<file path="config.mk">
export PLATFORM = sky130hd
export DESIGN_NAME = autocorrelation_peak_period_estimator_top
export DESIGN_NICKNAME = d
export VERILOG_FILES = /design/src/sv/acpe_pkg.sv /design/src/sv/acpe_divider.sv /design/src/sv/acpe_datapath.sv /design/src/sv/acpe_controller.sv /design/src/sv/autocorrelation_peak_period_estimator_top.sv
export SDC_FILE = /design/constraint.sdc
export NUM_CORES = 1
export LEC_CHECK = 0
export BUFFER_PORTS_ARGS = -buffer_cell sky130_fd_sc_hd__buf_2
export CAP_MARGIN = 10
export CORE_MARGIN = 5
export CORE_UTILIZATION = 60
export CTS_BUF_LIST = sky130_fd_sc_hd__clkbuf_16
export DETAILED_ROUTE_END_ITERATION = 8
export PLACE_DENSITY_LB_ADDON = 0.1
export SETUP_SLACK_MARGIN = 0.2
export SYNTH_ARGS = -nofsm -noshare
export SYNTH_HDL_FRONTEND = slang
export SYNTH_SLANG_ARGS = --single-unit
</file>
<file path="constraint.sdc">
create_clock -name clk -period 10.62 [get_ports clk]
set_input_delay 2.124 -clock clk [delete_from_list [all_inputs] [get_ports clk]]
set_output_delay 2.124 -clock clk [all_outputs]
set_load 0.01 [all_outputs]
</file>
<file path="src/sv/acpe_pkg.sv">
// Shared types and constants of the autocorrelation peak period estimator.
// No dependencies; every other file of the block imports this package.
package acpe_pkg;

    localparam int VALUE_W = 16;
    localparam int COUNT_W = 10;
    localparam int SUM_W   = 25;
    localparam int MAX_W   = 15;

    localparam logic [COUNT_W-1:0] COUNT_MAX = {COUNT_W{1'b1}};
    localparam logic signed [VALUE_W-1:0] BOUND_RESET = 16'sd8192;
    localparam logic signed [VALUE_W-1:0] AVG_POS_MAX = 16'sh7FFF;
    localparam logic signed [VALUE_W-1:0] AVG_NEG_MAX = 16'sh8000;

    typedef struct packed {
        logic signed [VALUE_W-1:0] corr_value;
        logic                      last_lag;
    } in_item_t;

    typedef struct packed {
        logic [COUNT_W-1:0]        period;
        logic                      period_valid;
        logic signed [VALUE_W-1:0] average_peak;
        logic                      average_valid;
        logic [MAX_W-1:0]          highest_peak;
        logic [COUNT_W-1:0]        peak_count;
        logic [COUNT_W-1:0]        strong_peak_count;
    } out_item_t;

    typedef enum logic [2:0] {
        ST_ACCUM,
        ST_AVG_START,
        ST_AVG_WAIT,
        ST_PER_START,
        ST_PER_WAIT,
        ST_PUBLISH
    } state_t;

    // Commands from the controller to the datapath.
    typedef struct packed {
        logic take_item;
        logic div_start;
        logic div_sel_period;
        logic capture_avg;
        logic capture_period;
        logic load_out;
    } cmd_t;

    // Status from the datapath to the controller.
    typedef struct packed {
        logic div_done;
        logic out_full;
    } status_t;

endpackage

</file>
<file path="src/sv/acpe_divider.sv">
// Unsigned restoring divider, one quotient bit per cycle.
// Depends on acpe_pkg for the dividend and divisor widths.
module acpe_divider (
    input  logic                         clk,
    input  logic                         rst_n,
    input  logic                         start,
    input  logic [acpe_pkg::SUM_W-1:0]   dividend,
    input  logic [acpe_pkg::COUNT_W-1:0] divisor,
    output logic                         done,
    output logic [acpe_pkg::SUM_W-1:0]   quotient
);
    import acpe_pkg::*;

    localparam int STEP_W = $clog2(SUM_W);
    localparam logic [STEP_W-1:0] STEP_LAST = STEP_W'(SUM_W - 1);

    logic                busy_reg, busy_next;
    logic                done_reg, done_next;
    logic [STEP_W-1:0]   step_reg, step_next;
    logic [COUNT_W-1:0]  rem_reg, rem_next;
    logic [COUNT_W-1:0]  divisor_reg, divisor_next;
    logic [SUM_W-1:0]    quo_reg, quo_next;
    logic [COUNT_W:0]    trial;
    logic [COUNT_W:0]    trial_diff;
    logic                fits;

    always_comb
    begin
        trial      = {rem_reg, quo_reg[SUM_W-1]};
        trial_diff = trial - {1'b0, divisor_reg};
        fits       = (trial >= {1'b0, divisor_reg});

        busy_next    = busy_reg;
        done_next    = 1'b0;
        step_next    = step_reg;
        rem_next     = rem_reg;
        divisor_next = divisor_reg;
        quo_next     = quo_reg;

        if (start)
        begin
            busy_next    = 1'b1;
            step_next    = '0;
            rem_next     = '0;
            divisor_next = divisor;
            quo_next     = dividend;
        end
        else if (busy_reg)
        begin
            rem_next  = fits ? trial_diff[COUNT_W-1:0] : trial[COUNT_W-1:0];
            quo_next  = {quo_reg[SUM_W-2:0], fits};
            step_next = step_reg + 1'b1;
            if (step_reg == STEP_LAST)
            begin
                busy_next = 1'b0;
                done_next = 1'b1;
            end
        end
    end

    always_ff @(posedge clk or negedge rst_n)
    begin
        if (!rst_n)
        begin
            busy_reg <= 1'b0;
            done_reg <= 1'b0;
            step_reg <= '0;
        end
        else
        begin
            busy_reg <= busy_next;
            done_reg <= done_next;
            step_reg <= step_next;
        end
    end

    always_ff @(posedge clk)
    begin
        rem_reg     <= rem_next;
        divisor_reg <= divisor_next;
        quo_reg     <= quo_next;
    end

    assign done     = done_reg;
    assign quotient = quo_reg;

endmodule

</file>
<file path="src/sv/acpe_datapath.sv">
// Datapath: peak detection, accumulators, shared divider and output register.
// Depends on acpe_pkg and acpe_divider.
module acpe_datapath #(
    parameter int MAX_LAGS = 1024
) (
    input  logic                              clk,
    input  logic                              rst_n,
    input  acpe_pkg::cmd_t                    cmd,
    output acpe_pkg::status_t                 status,
    input  acpe_pkg::in_item_t                in_data,
    input  logic                              cfg_write_en,
    input  logic signed [acpe_pkg::VALUE_W-1:0] cfg_write_data,
    input  logic                              out_ready,
    output logic                              out_valid,
    output acpe_pkg::out_item_t               out_data
);
    import acpe_pkg::*;

    localparam int LAG_W = $clog2(MAX_LAGS);
    localparam logic [LAG_W-1:0] LAG_LAST = LAG_W'(MAX_LAGS - 1);
    localparam logic [LAG_W-1:0] LAG_TWO  = LAG_W'(2);

    logic signed [VALUE_W-1:0] bound_reg;
    logic signed [VALUE_W-1:0] older_reg, older_next;
    logic signed [VALUE_W-1:0] newer_reg, newer_next;
    logic [LAG_W-1:0]          lag_reg, lag_next;
    logic [LAG_W-1:0]          first_reg, first_next;
    logic [LAG_W-1:0]          last_reg, last_next;
    logic [COUNT_W-1:0]        strong_reg, strong_next;
    logic [COUNT_W-1:0]        count_reg, count_next;
    logic signed [SUM_W-1:0]   sum_reg, sum_next;
    logic [MAX_W-1:0]          max_reg, max_next;
    logic signed [VALUE_W-1:0] avg_reg;
    logic [COUNT_W-1:0]        per_reg;
    logic                      out_valid_reg, out_valid_next;
    out_item_t                 out_data_reg;

    logic                      is_peak;
    logic                      is_strong;
    logic [LAG_W-1:0]          middle_lag;
    logic signed [SUM_W:0]     sum_wide;

    logic [SUM_W-1:0]          sum_mag;
    logic                      sum_neg;
    logic [LAG_W-1:0]          span;
    logic [SUM_W-1:0]          div_dividend;
    logic [COUNT_W-1:0]        div_divisor;
    logic                      div_done;
    logic [SUM_W-1:0]          div_quotient;
    logic signed [VALUE_W-1:0] avg_value;
    logic [COUNT_W-1:0]        per_value;
    logic                      have_peaks;
    logic                      have_period;

    // Per-lag update: the middle value of the window is a peak when it is
    // strictly above both neighbors and at least two lags precede the new one.
    always_comb
    begin
        is_peak    = (lag_reg >= LAG_TWO) && (older_reg < newer_reg)
                     && (newer_reg > in_data.corr_value);
        is_strong  = newer_reg > bound_reg;
        middle_lag = lag_reg - 1'b1;
        sum_wide   = (SUM_W+1)'(sum_reg) + (SUM_W+1)'(newer_reg);

        older_next  = older_reg;
        newer_next  = newer_reg;
        lag_next    = lag_reg;
        first_next  = first_reg;
        last_next   = last_reg;
        strong_next = strong_reg;
        count_next  = count_reg;
        sum_next    = sum_reg;
        max_next    = max_reg;

        if (cmd.load_out)
        begin
            older_next  = '0;
            newer_next  = '0;
            lag_next    = '0;
            first_next  = '0;
            last_next   = '0;
            strong_next = '0;
            count_next  = '0;
            sum_next    = '0;
            max_next    = '0;
        end
        else if (cmd.take_item)
        begin
            older_next = newer_reg;
            newer_next = in_data.corr_value;
            if (lag_reg < LAG_LAST)
            begin
                lag_next = lag_reg + 1'b1;
            end
            if (is_peak)
            begin
                if (newer_reg > $signed({1'b0, max_reg}))
                begin
                    max_next = newer_reg[MAX_W-1:0];
                end
                // Saturate the sum on signed overflow of the narrow range.
                if (sum_wide[SUM_W] != sum_wide[SUM_W-1])
                begin
                    sum_next = sum_wide[SUM_W] ? {1'b1, {(SUM_W-1){1'b0}}}
                                               : {1'b0, {(SUM_W-1){1'b1}}};
                end
                else
                begin
                    sum_next = sum_wide[SUM_W-1:0];
                end
                if (count_reg < COUNT_MAX)
                begin
                    count_next = count_reg + 1'b1;
                end
                if (is_strong)
                begin
                    if (strong_reg == '0)
                    begin
                        first_next = middle_lag;
                    end
                    last_next = middle_lag;
                    if (strong_reg < COUNT_MAX)
                    begin
                        strong_next = strong_reg + 1'b1;
                    end
                end
            end
        end
    end

    // Operands of the shared divider: magnitude of the sum over the peak
    // count, then the strong peak span over the strong count less one.
    always_comb
    begin
        sum_neg = sum_reg[SUM_W-1];
        sum_mag = sum_neg ? (~sum_reg + 1'b1) : sum_reg;
        span    = last_reg - first_reg;
        if (cmd.div_sel_period)
        begin
            div_dividend = {{(SUM_W-LAG_W){1'b0}}, span};
            div_divisor  = strong_reg - 1'b1;
        end
        else
        begin
            div_dividend = sum_mag;
            div_divisor  = count_reg;
        end
    end

    acpe_divider u_divider (
        .clk      (clk),
        .rst_n    (rst_n),
        .start    (cmd.div_start),
        .dividend (div_dividend),
        .divisor  (div_divisor),
        .done     (div_done),
        .quotient (div_quotient)
    );

    always_comb
    begin
        if (sum_neg)
        begin
            if (div_quotient > SUM_W'(32768))
            begin
                avg_value = AVG_NEG_MAX;
            end
            else
            begin
                avg_value = -$signed(div_quotient[VALUE_W-1:0]);
            end
        end
        else
        begin
            if (div_quotient > SUM_W'(32767))
            begin
                avg_value = AVG_POS_MAX;
            end
            else
            begin
                avg_value = $signed(div_quotient[VALUE_W-1:0]);
            end
        end
        per_value = (div_quotient > SUM_W'(COUNT_MAX)) ? COUNT_MAX
                                                       : div_quotient[COUNT_W-1:0];
        have_peaks  = count_reg != '0;
        have_period = strong_reg > COUNT_W'(1);
    end

    always_comb
    begin
        out_valid_next = out_valid_reg;
        if (cmd.load_out)
        begin
            out_valid_next = 1'b1;
        end
        else if (out_ready)
        begin
            out_valid_next = 1'b0;
        end
    end

    always_ff @(posedge clk or negedge rst_n)
    begin
        if (!rst_n)
        begin
            bound_reg     <= BOUND_RESET;
            older_reg     <= '0;
            newer_reg     <= '0;
            lag_reg       <= '0;
            first_reg     <= '0;
            last_reg      <= '0;
            strong_reg    <= '0;
            count_reg     <= '0;
            sum_reg       <= '0;
            max_reg       <= '0;
            out_valid_reg <= 1'b0;
        end
        else
        begin
            if (cfg_write_en)
            begin
                bound_reg <= cfg_write_data;
            end
            older_reg     <= older_next;
            newer_reg     <= newer_next;
            lag_reg       <= lag_next;
            first_reg     <= first_next;
            last_reg      <= last_next;
            strong_reg    <= strong_next;
            count_reg     <= count_next;
            sum_reg       <= sum_next;
            max_reg       <= max_next;
            out_valid_reg <= out_valid_next;
        end
    end

    always_ff @(posedge clk)
    begin
        if (cmd.capture_avg)
        begin
            avg_reg <= avg_value;
        end
        if (cmd.capture_period)
        begin
            per_reg <= per_value;
        end
        if (cmd.load_out)
        begin
            out_data_reg.period            <= have_period ? per_reg : '0;
            out_data_reg.period_valid      <= have_period;
            out_data_reg.average_peak      <= have_peaks ? avg_reg : '0;
            out_data_reg.average_valid     <= have_peaks;
            out_data_reg.highest_peak      <= max_reg;
            out_data_reg.peak_count        <= count_reg;
            out_data_reg.strong_peak_count <= strong_reg;
        end
    end

    assign status.div_done = div_done;
    assign status.out_full = out_valid_reg;
    assign out_valid       = out_valid_reg;
    assign out_data        = out_data_reg;

endmodule

</file>
<file path="src/sv/acpe_controller.sv">
// Controller: sequences lag intake, the two divisions and the result load.
// Depends on acpe_pkg.
module acpe_controller (
    input  logic              clk,
    input  logic              rst_n,
    input  logic              in_valid,
    input  logic              in_last,
    output logic              in_ready,
    input  logic              out_ready,
    input  acpe_pkg::status_t status,
    output acpe_pkg::cmd_t    cmd
);
    import acpe_pkg::*;

    state_t state_reg, state_next;

    always_ff @(posedge clk or negedge rst_n)
    begin
        if (!rst_n)
        begin
            state_reg <= ST_ACCUM;
        end
        else
        begin
            state_reg <= state_next;
        end
    end

    always_comb
    begin
        state_next = state_reg;
        in_ready   = 1'b0;
        cmd        = '0;

        unique case (state_reg)
            ST_ACCUM:
            begin
                in_ready      = 1'b1;
                cmd.take_item = in_valid;
                if (in_valid && in_last)
                begin
                    state_next = ST_AVG_START;
                end
            end
            ST_AVG_START:
            begin
                cmd.div_start = 1'b1;
                state_next    = ST_AVG_WAIT;
            end
            ST_AVG_WAIT:
            begin
                if (status.div_done)
                begin
                    cmd.capture_avg = 1'b1;
                    state_next      = ST_PER_START;
                end
            end
            ST_PER_START:
            begin
                cmd.div_start      = 1'b1;
                cmd.div_sel_period = 1'b1;
                state_next         = ST_PER_WAIT;
            end
            ST_PER_WAIT:
            begin
                cmd.div_sel_period = 1'b1;
                if (status.div_done)
                begin
                    cmd.capture_period = 1'b1;
                    state_next         = ST_PUBLISH;
                end
            end
            ST_PUBLISH:
            begin
                // The previous result must have left the output register, or be taken in this cycle.
                if (!status.out_full || out_ready)
                begin
                    cmd.load_out = 1'b1;
                    state_next   = ST_ACCUM;
                end
            end
            default:
            begin
                state_next = ST_ACCUM;
            end
        endcase
    end

endmodule

</file>
<file path="src/sv/autocorrelation_peak_period_estimator_top.sv">
// Autocorrelation peak period estimator: takes one lag value per transaction
// and reports one result after the transaction marked last_lag. While a
// sequence streams in, a lag is accepted every cycle. After the last lag the
// input stalls while the shared bit-serial divider, one iteration per dividend
// bit, runs first for the average peak and then for the period, with sequencing
// states around each run; the stall grows only when the previous result has
// not been taken yet. The result then goes to an output register, so the next
// sequence may start while that result still waits to be taken. There is no
// clearing pass.
// Depends on acpe_pkg, acpe_controller and acpe_datapath.
module autocorrelation_peak_period_estimator_top #(
    parameter int MAX_LAGS = 1024
) (
    input  logic                                clk,
    input  logic                                rst_n,
    input  logic                                in_valid,
    output logic                                in_ready,
    input  acpe_pkg::in_item_t                  in_data,
    output logic                                out_valid,
    input  logic                                out_ready,
    output acpe_pkg::out_item_t                 out_data,
    input  logic                                cfg_write_en,
    input  logic signed [acpe_pkg::VALUE_W-1:0] cfg_write_data
);
    import acpe_pkg::*;

    cmd_t    cmd;
    status_t status;

    acpe_controller u_controller (
        .clk       (clk),
        .rst_n     (rst_n),
        .in_valid  (in_valid),
        .in_last   (in_data.last_lag),
        .in_ready  (in_ready),
        .out_ready (out_ready),
        .status    (status),
        .cmd       (cmd)
    );

    acpe_datapath #(
        .MAX_LAGS (MAX_LAGS)
    ) u_datapath (
        .clk            (clk),
        .rst_n          (rst_n),
        .cmd            (cmd),
        .status         (status),
        .in_data        (in_data),
        .cfg_write_en   (cfg_write_en),
        .cfg_write_data (cfg_write_data),
        .out_ready      (out_ready),
        .out_valid      (out_valid),
        .out_data       (out_data)
    );

endmodule

</file>
* Word-level counts from Yosys, hierarchy flattened
Cells that the tools add are included.
** Cells by class
- $add $sub $neg :: 11
- Mux-type cells :: 67
- Magnitude comparators :: 13
- Bitwise gates (word level) :: 1
- Reductions and logical operators :: 28
- Equal/unequal tests :: 11
** Operators with widths (count)
- $mux 10 :: 23
- $mux 25 :: 9
- $mux 16 :: 7
- $mux 15 :: 4
- $gt 16x16->1 :: 3
- $add 10x1->10 const B :: 3
- $lt 10x10->1 const B :: 3
- $add 25x16->26 :: 1
- $add 25x1->25 const B :: 1
- $gt 25x10->1 const B :: 1
- $gt 25x15->1 const B :: 1
- $gt 25x16->1 const B :: 1
- $not 25->25 :: 1
- $reduce_bool 2->1 :: 10
- $sub 10x1->10 const B :: 2
- $sub 10x10->10 :: 2
- $pmux 3 s6 :: 1
- $mux 1 :: 17
- $lt 16x16->1 :: 1
- $neg 16->16 :: 1
- $mux 3 :: 4
- $reduce_and 4->1 :: 3
- $ge 11x10->1 :: 1
- $ge 10x2->1 const B :: 1
- other kinds (18) :: 30
** Word-level totals
- Logic and storage cells :: 158
- Input port bits :: 38
- Flip-flop bits (word level) :: 283

* Depth between registers and ports, before layout
- Depth in word-level cells :: 6
- Depth in mapped cells :: 13

* By module
Synthesis repeated with hierarchy kept, for this count alone.
** Unflattened totals
- Cells, all modules :: 1623
- Area, all modules :: 16539.6 sq um
** By module, submodules not included
- acpe_datapath :: cells each 1386, instances 1, area an instance 13703.1 sq um
- acpe_divider :: cells each 212, instances 1, area an instance 2632.5 sq um
- acpe_controller :: cells each 25, instances 1, area an instance 203.9 sq um

* Worst setup path before layout
No wires, ideal clock.
- Path type :: input to register
- From :: in out_ready
- To :: reg u_datapath.out_data_reg, in the netlist u_datapath.out_data[0], enable pin
- Stages :: 5
- Path buffers :: 2
- Path slack :: 5.459 ns
- Data arrival time :: 4.709 ns
- Cells stage by stage :: nand2b_1 > nand3_1 > clkinv_1 > clkbuf_1 > clkbuf_1
** RTL lines
- from (decl) :: RTL line autocorrelation_peak_period_estimator_top.sv:20 : input logic out_ready,
- to (decl) :: RTL line acpe_datapath.sv:36 : out_item_t out_data_reg;

* Worst setup path in the final report
- From :: in in_data[16] (netlist name)
- To :: reg u_datapath.sum_reg[17]
** Between the ends
- Cells in the longest elaborated chain, start to end :: 4
** RTL lines
- from (decl) :: RTL line autocorrelation_peak_period_estimator_top.sv:18 : input acpe_pkg::in_item_t in_data,
- $gt 16x16->1 :: RTL line acpe_datapath.sv:60 : && (newer_reg > in_data.corr_value);
- $logic_and 1x1->1 :: RTL line acpe_datapath.sv:60
- $reduce_bool 2->1 (no source line)
- $reduce_and 2->1 (no source line)
- to (signal assigned) :: RTL line acpe_datapath.sv:232 : sum_reg <= sum_next;
- to (decl) :: RTL line acpe_datapath.sv:31 : logic signed [SUM_W-1:0] sum_reg, sum_next;
No other way between the ends.
A chain may end at the register's enable or synchronous reset.

==> flow_metrics.py <==
metrics = {
    "run_status": {
        "status": "finished, final reports clean",
    },
    "clock_tree": {
        "numCtsBuffers": 30,
        "cts_max_level": 1,
        "clk_latency_ps": 560,
        "ctsResizeCount": 0,
        "cts.clk_slew.worst_paths_ps": 60,
        "clockBufferDepth": 3,
        "post_cts.repair.setup_buffers": 0,
        "cts_root_buf": "clkbuf_16",
        "cts_hold_buffers": 0,
        "cts_tree": "yes",
        "cts_sinks": 283,
    },
    "grt": {
        "gr-total-overflow": 0,
        "grt_pass1_wl_mm": 58.44,
        "grt_util_all_layers": 0.2267,
        "antenna_found_initial": 0,
        "grt_pass1_vias": 11830,
        "grt_max_degree": 79,
    },
    "floorplan": {
        "io_pins": 103,
        "chipHeight_um": 175.0,
        "start_util": 0.6078,
        "coreArea_sq_um": 26880,
        "die_area_sq_um": 30630,
        "rows": 60,
        "die_w_um": 175.0,
    },
    "place": {
        "io_buffers": 102,
        "dp_hpwl_mm": 25.00,
        "gp_congestion": 0.8598,
        "dpl_worst_slack_ps": 4987,
    },
    "worst_setup_path": {
        "cp.buffers_inverters": 3,
        "cp_slowest_stage_delay_ps": 680,
        "slowest_stage": "nor2_1",
        "path_cells": "buf_2 -> inv_1 -> ha_1 -> and4_1 -> nand2_1 -> or3_1 -> and3_1 -> or3b_1 -> nor2_1 -> o211ai_1 -> buf_4 -> o2bb2ai_1",
        "worstPathRequired_ps": 11090,
        "crit_family": "simple AND/OR/NAND/NOR gates",
        "worst-path-max-fanout": 18,
        "start_kind": "primary input",
        "crit_type": "primary input to flip-flop",
        "critPathCaptureType": "flip-flop",
        "arrival_ps": 5560,
    },
    "sta": {
        "period_share": 0.4798,
        "slew_headroom": 0.2399,
        "rsz0062_at_grt": "no",
        "fin_skew_ps": 15.91,
        "worst_slack_ps": 5524,
        "max_freq_ghz": 0.1962,
        "drv_slew": 0,
        "finalHoldViolCount": 0,
        "worst_slew_pin_slew_ps": 1140,
        "fin_setup_tns_ps": 0,
        "period_needed_ps": 5096,
        "fin_hold_ws_ps": 451.5,
        "setup_viol": 0,
    },
    "detailed_routing": {
        "dr_total_vias": 12330,
        "via_per_inst": 5.798,
        "avgRoutedWirePerCell_um": 16.46,
        "drtIter0Drc": 848,
        "route.detailed.drc": 0,
        "ant_nets": 0,
        "wirelength_mm": 35.00,
        "drt-pass1-iter-count": 5,
    },
    "yosys": {
        "synthesis.nets": 1847,
        "synth.distinct_cells": 67,
        "synthArstFlopShare": 0.5265,
        "synth_top_family_by_area": "simple AND/OR/NAND/NOR gates",
        "synth_adder_area_share": 0.09559,
        "ys_seq_elements": 283,
        "synth_xor_area_frac": 0.04450,
        "synthMuxAreaShare": 0.01608,
        "ys_warn_count": 0,
        "synth_edf_count": 124,
        "yosys.area_share.simple": 0.1755,
        "synth_cells": 1686,
        "syn_area_sq_um": 16340,
        "synth_compound_area_frac": 0.1547,
        "synth_flop_cell": "dfrtp_1",
        "syn_area_per_cell_sq_um": 9.689,
        "ys_seq_area_frac": 0.4685,
    },
    "layout": {
        "final_util": 0.6725,
        "largest_reg_flops": 63,
        "final_common_cell": "nand2_1",
        "register_area_sq_um": 7654,
        "syn2layout_area_growth_pct": 10.65,
        "fillerInstances": 2190,
        "nets": 1922,
        "drive_above_1_share": 0.1036,
        "multi_input_comb_area_sq_um": 7965,
        "n_antenna_cell": 0,
        "layout_common_cells": "nand2_1 (174), dfrtp_1 (148), edfxtp_1 (124), nor2_1 (121), ha_1 (120)",
    },
    "power_and_ir_drop": {
        "fin_total_pwr_mw": 5.319,
        "ir_drop_uv": 215.0,
        "power_density_nw_per_um2": 294.3,
        "power.leakage_nw": 7.974,
    },
    "min_path": {
        "hp-class": "flip-flop to flip-flop",
    },
    "flow_run": {
        "cap_violations": 0,
    },
}
==> worst paths after layout <==
check                           slack [ps]                               end                      from  cells after the start
worst max-delay path                  5520            u_datapath.sum_reg[17]               in_data[16]                     12
worst min-delay path                   450           u_datapath.out_data[30]    u_datapath.max_reg[10]                      0
worst max register to register        6350            u_datapath.sum_reg[17]  u_datapath.newer_reg[15]                     10
worst min register to register         450           u_datapath.out_data[30]    u_datapath.max_reg[10]                      0
max in group asynchronous             7640             u_datapath.max_reg[9]                     rst_n                      2
min in group asynchronous             1600  u_datapath.u_divider.step_reg[4]                     rst_n                      1
==> per-stage QoR <==
step           cell area [sq um]  std cells
3_3_place_gp               17120       2069
6_report                   18070       2126
2_1_floorplan              16340       1686
5_1_grt                    18070       2126
4_1_cts                    18060       2125
3_5_place_dp               17120       2069
==> Yosys cell counts, types with 9 or more instances <==
library cell / n / share of area
xnor2_1: 38 / 0.020
o21a_1: 9 / 0.0041
clkbuf_1: 64 / 0.015
and2_1: 20 / 0.0077
nand2_1: 174 / 0.040
dfrtp_1: 148 / 0.23
nand3_1: 62 / 0.019
o21ai_0: 101 / 0.031
nor4_1: 12 / 0.0046
nand2b_1: 33 / 0.013
o211ai_1: 11 / 0.0051
inv_1: 114 / 0.026
o2bb2ai_1: 24 / 0.013
o31ai_1: 29 / 0.013
nor2b_1: 30 / 0.011
mux2i_1: 24 / 0.015
a21o_1: 46 / 0.021
or3_1: 16 / 0.0061
and3_1: 19 / 0.0073
edfxtp_1: 124 / 0.23
nor3_1: 38 / 0.012
xor2_1: 45 / 0.024
ha_1: 120 / 0.092
a211oi_1: 25 / 0.011
nand4_1: 26 / 0.010
nor2_1: 121 / 0.028
dfxtp_1: 10 / 0.012
a21oi_1: 104 / 0.032
==> logic make-up after synthesis <==
family                     after synthesis
and+or+nand+nor                        583
AOI/OAI and AO/OA                      396
DFF                                    283
buffers and inverters                  192
adders and majority gates              123
xor gates and xnor gates                83
muxes                                   26
==> worst register-to-register path, cell delays in order (launching register included) <==
cell,delay [ps]
dfrtp_1,690
ha_1,500
and4_1,230
nand2_1,110
or3_1,400
and3_1,170
or3b_1,490
nor2_1,680
o211ai_1,410
buf_4,330
o2bb2ai_1,180
==> layout make-up <==
class	count	share of cell area
inverter	116	0.02423
clock inverter	25	0.009276
timing repair buffer	119	0.03586
clock buffer	31	0.04292
multi-input combinational	1211	0.4407
sequential	283	0.4234
tap	341	0.02361
==> per-layer routing <==
| metal | global-route usage | part of all wire | routed length [um] | vias to the layer above |
|---|---|---|---|---|
| li1 | - | - | - | 6171 |
| met1 | 0.3146 | 0.46 | 16190 | 5813 |
| met2 | 0.3789 | 0.47 | 16350 | 287 |
| met3 | 0.02683 | 0.045 | 1568 | 55 |
| met4 | 0.06678 | 0.026 | 897 | 0 |
| met5 | 0 | 0 | 0 | - |
==> where the power goes <==
group          internal (mW)  switching (mW)
Clock                  0.574           0.426
Combinational           1.05            1.34
Sequential              1.50           0.426
(Power assumes the default switching activity.)
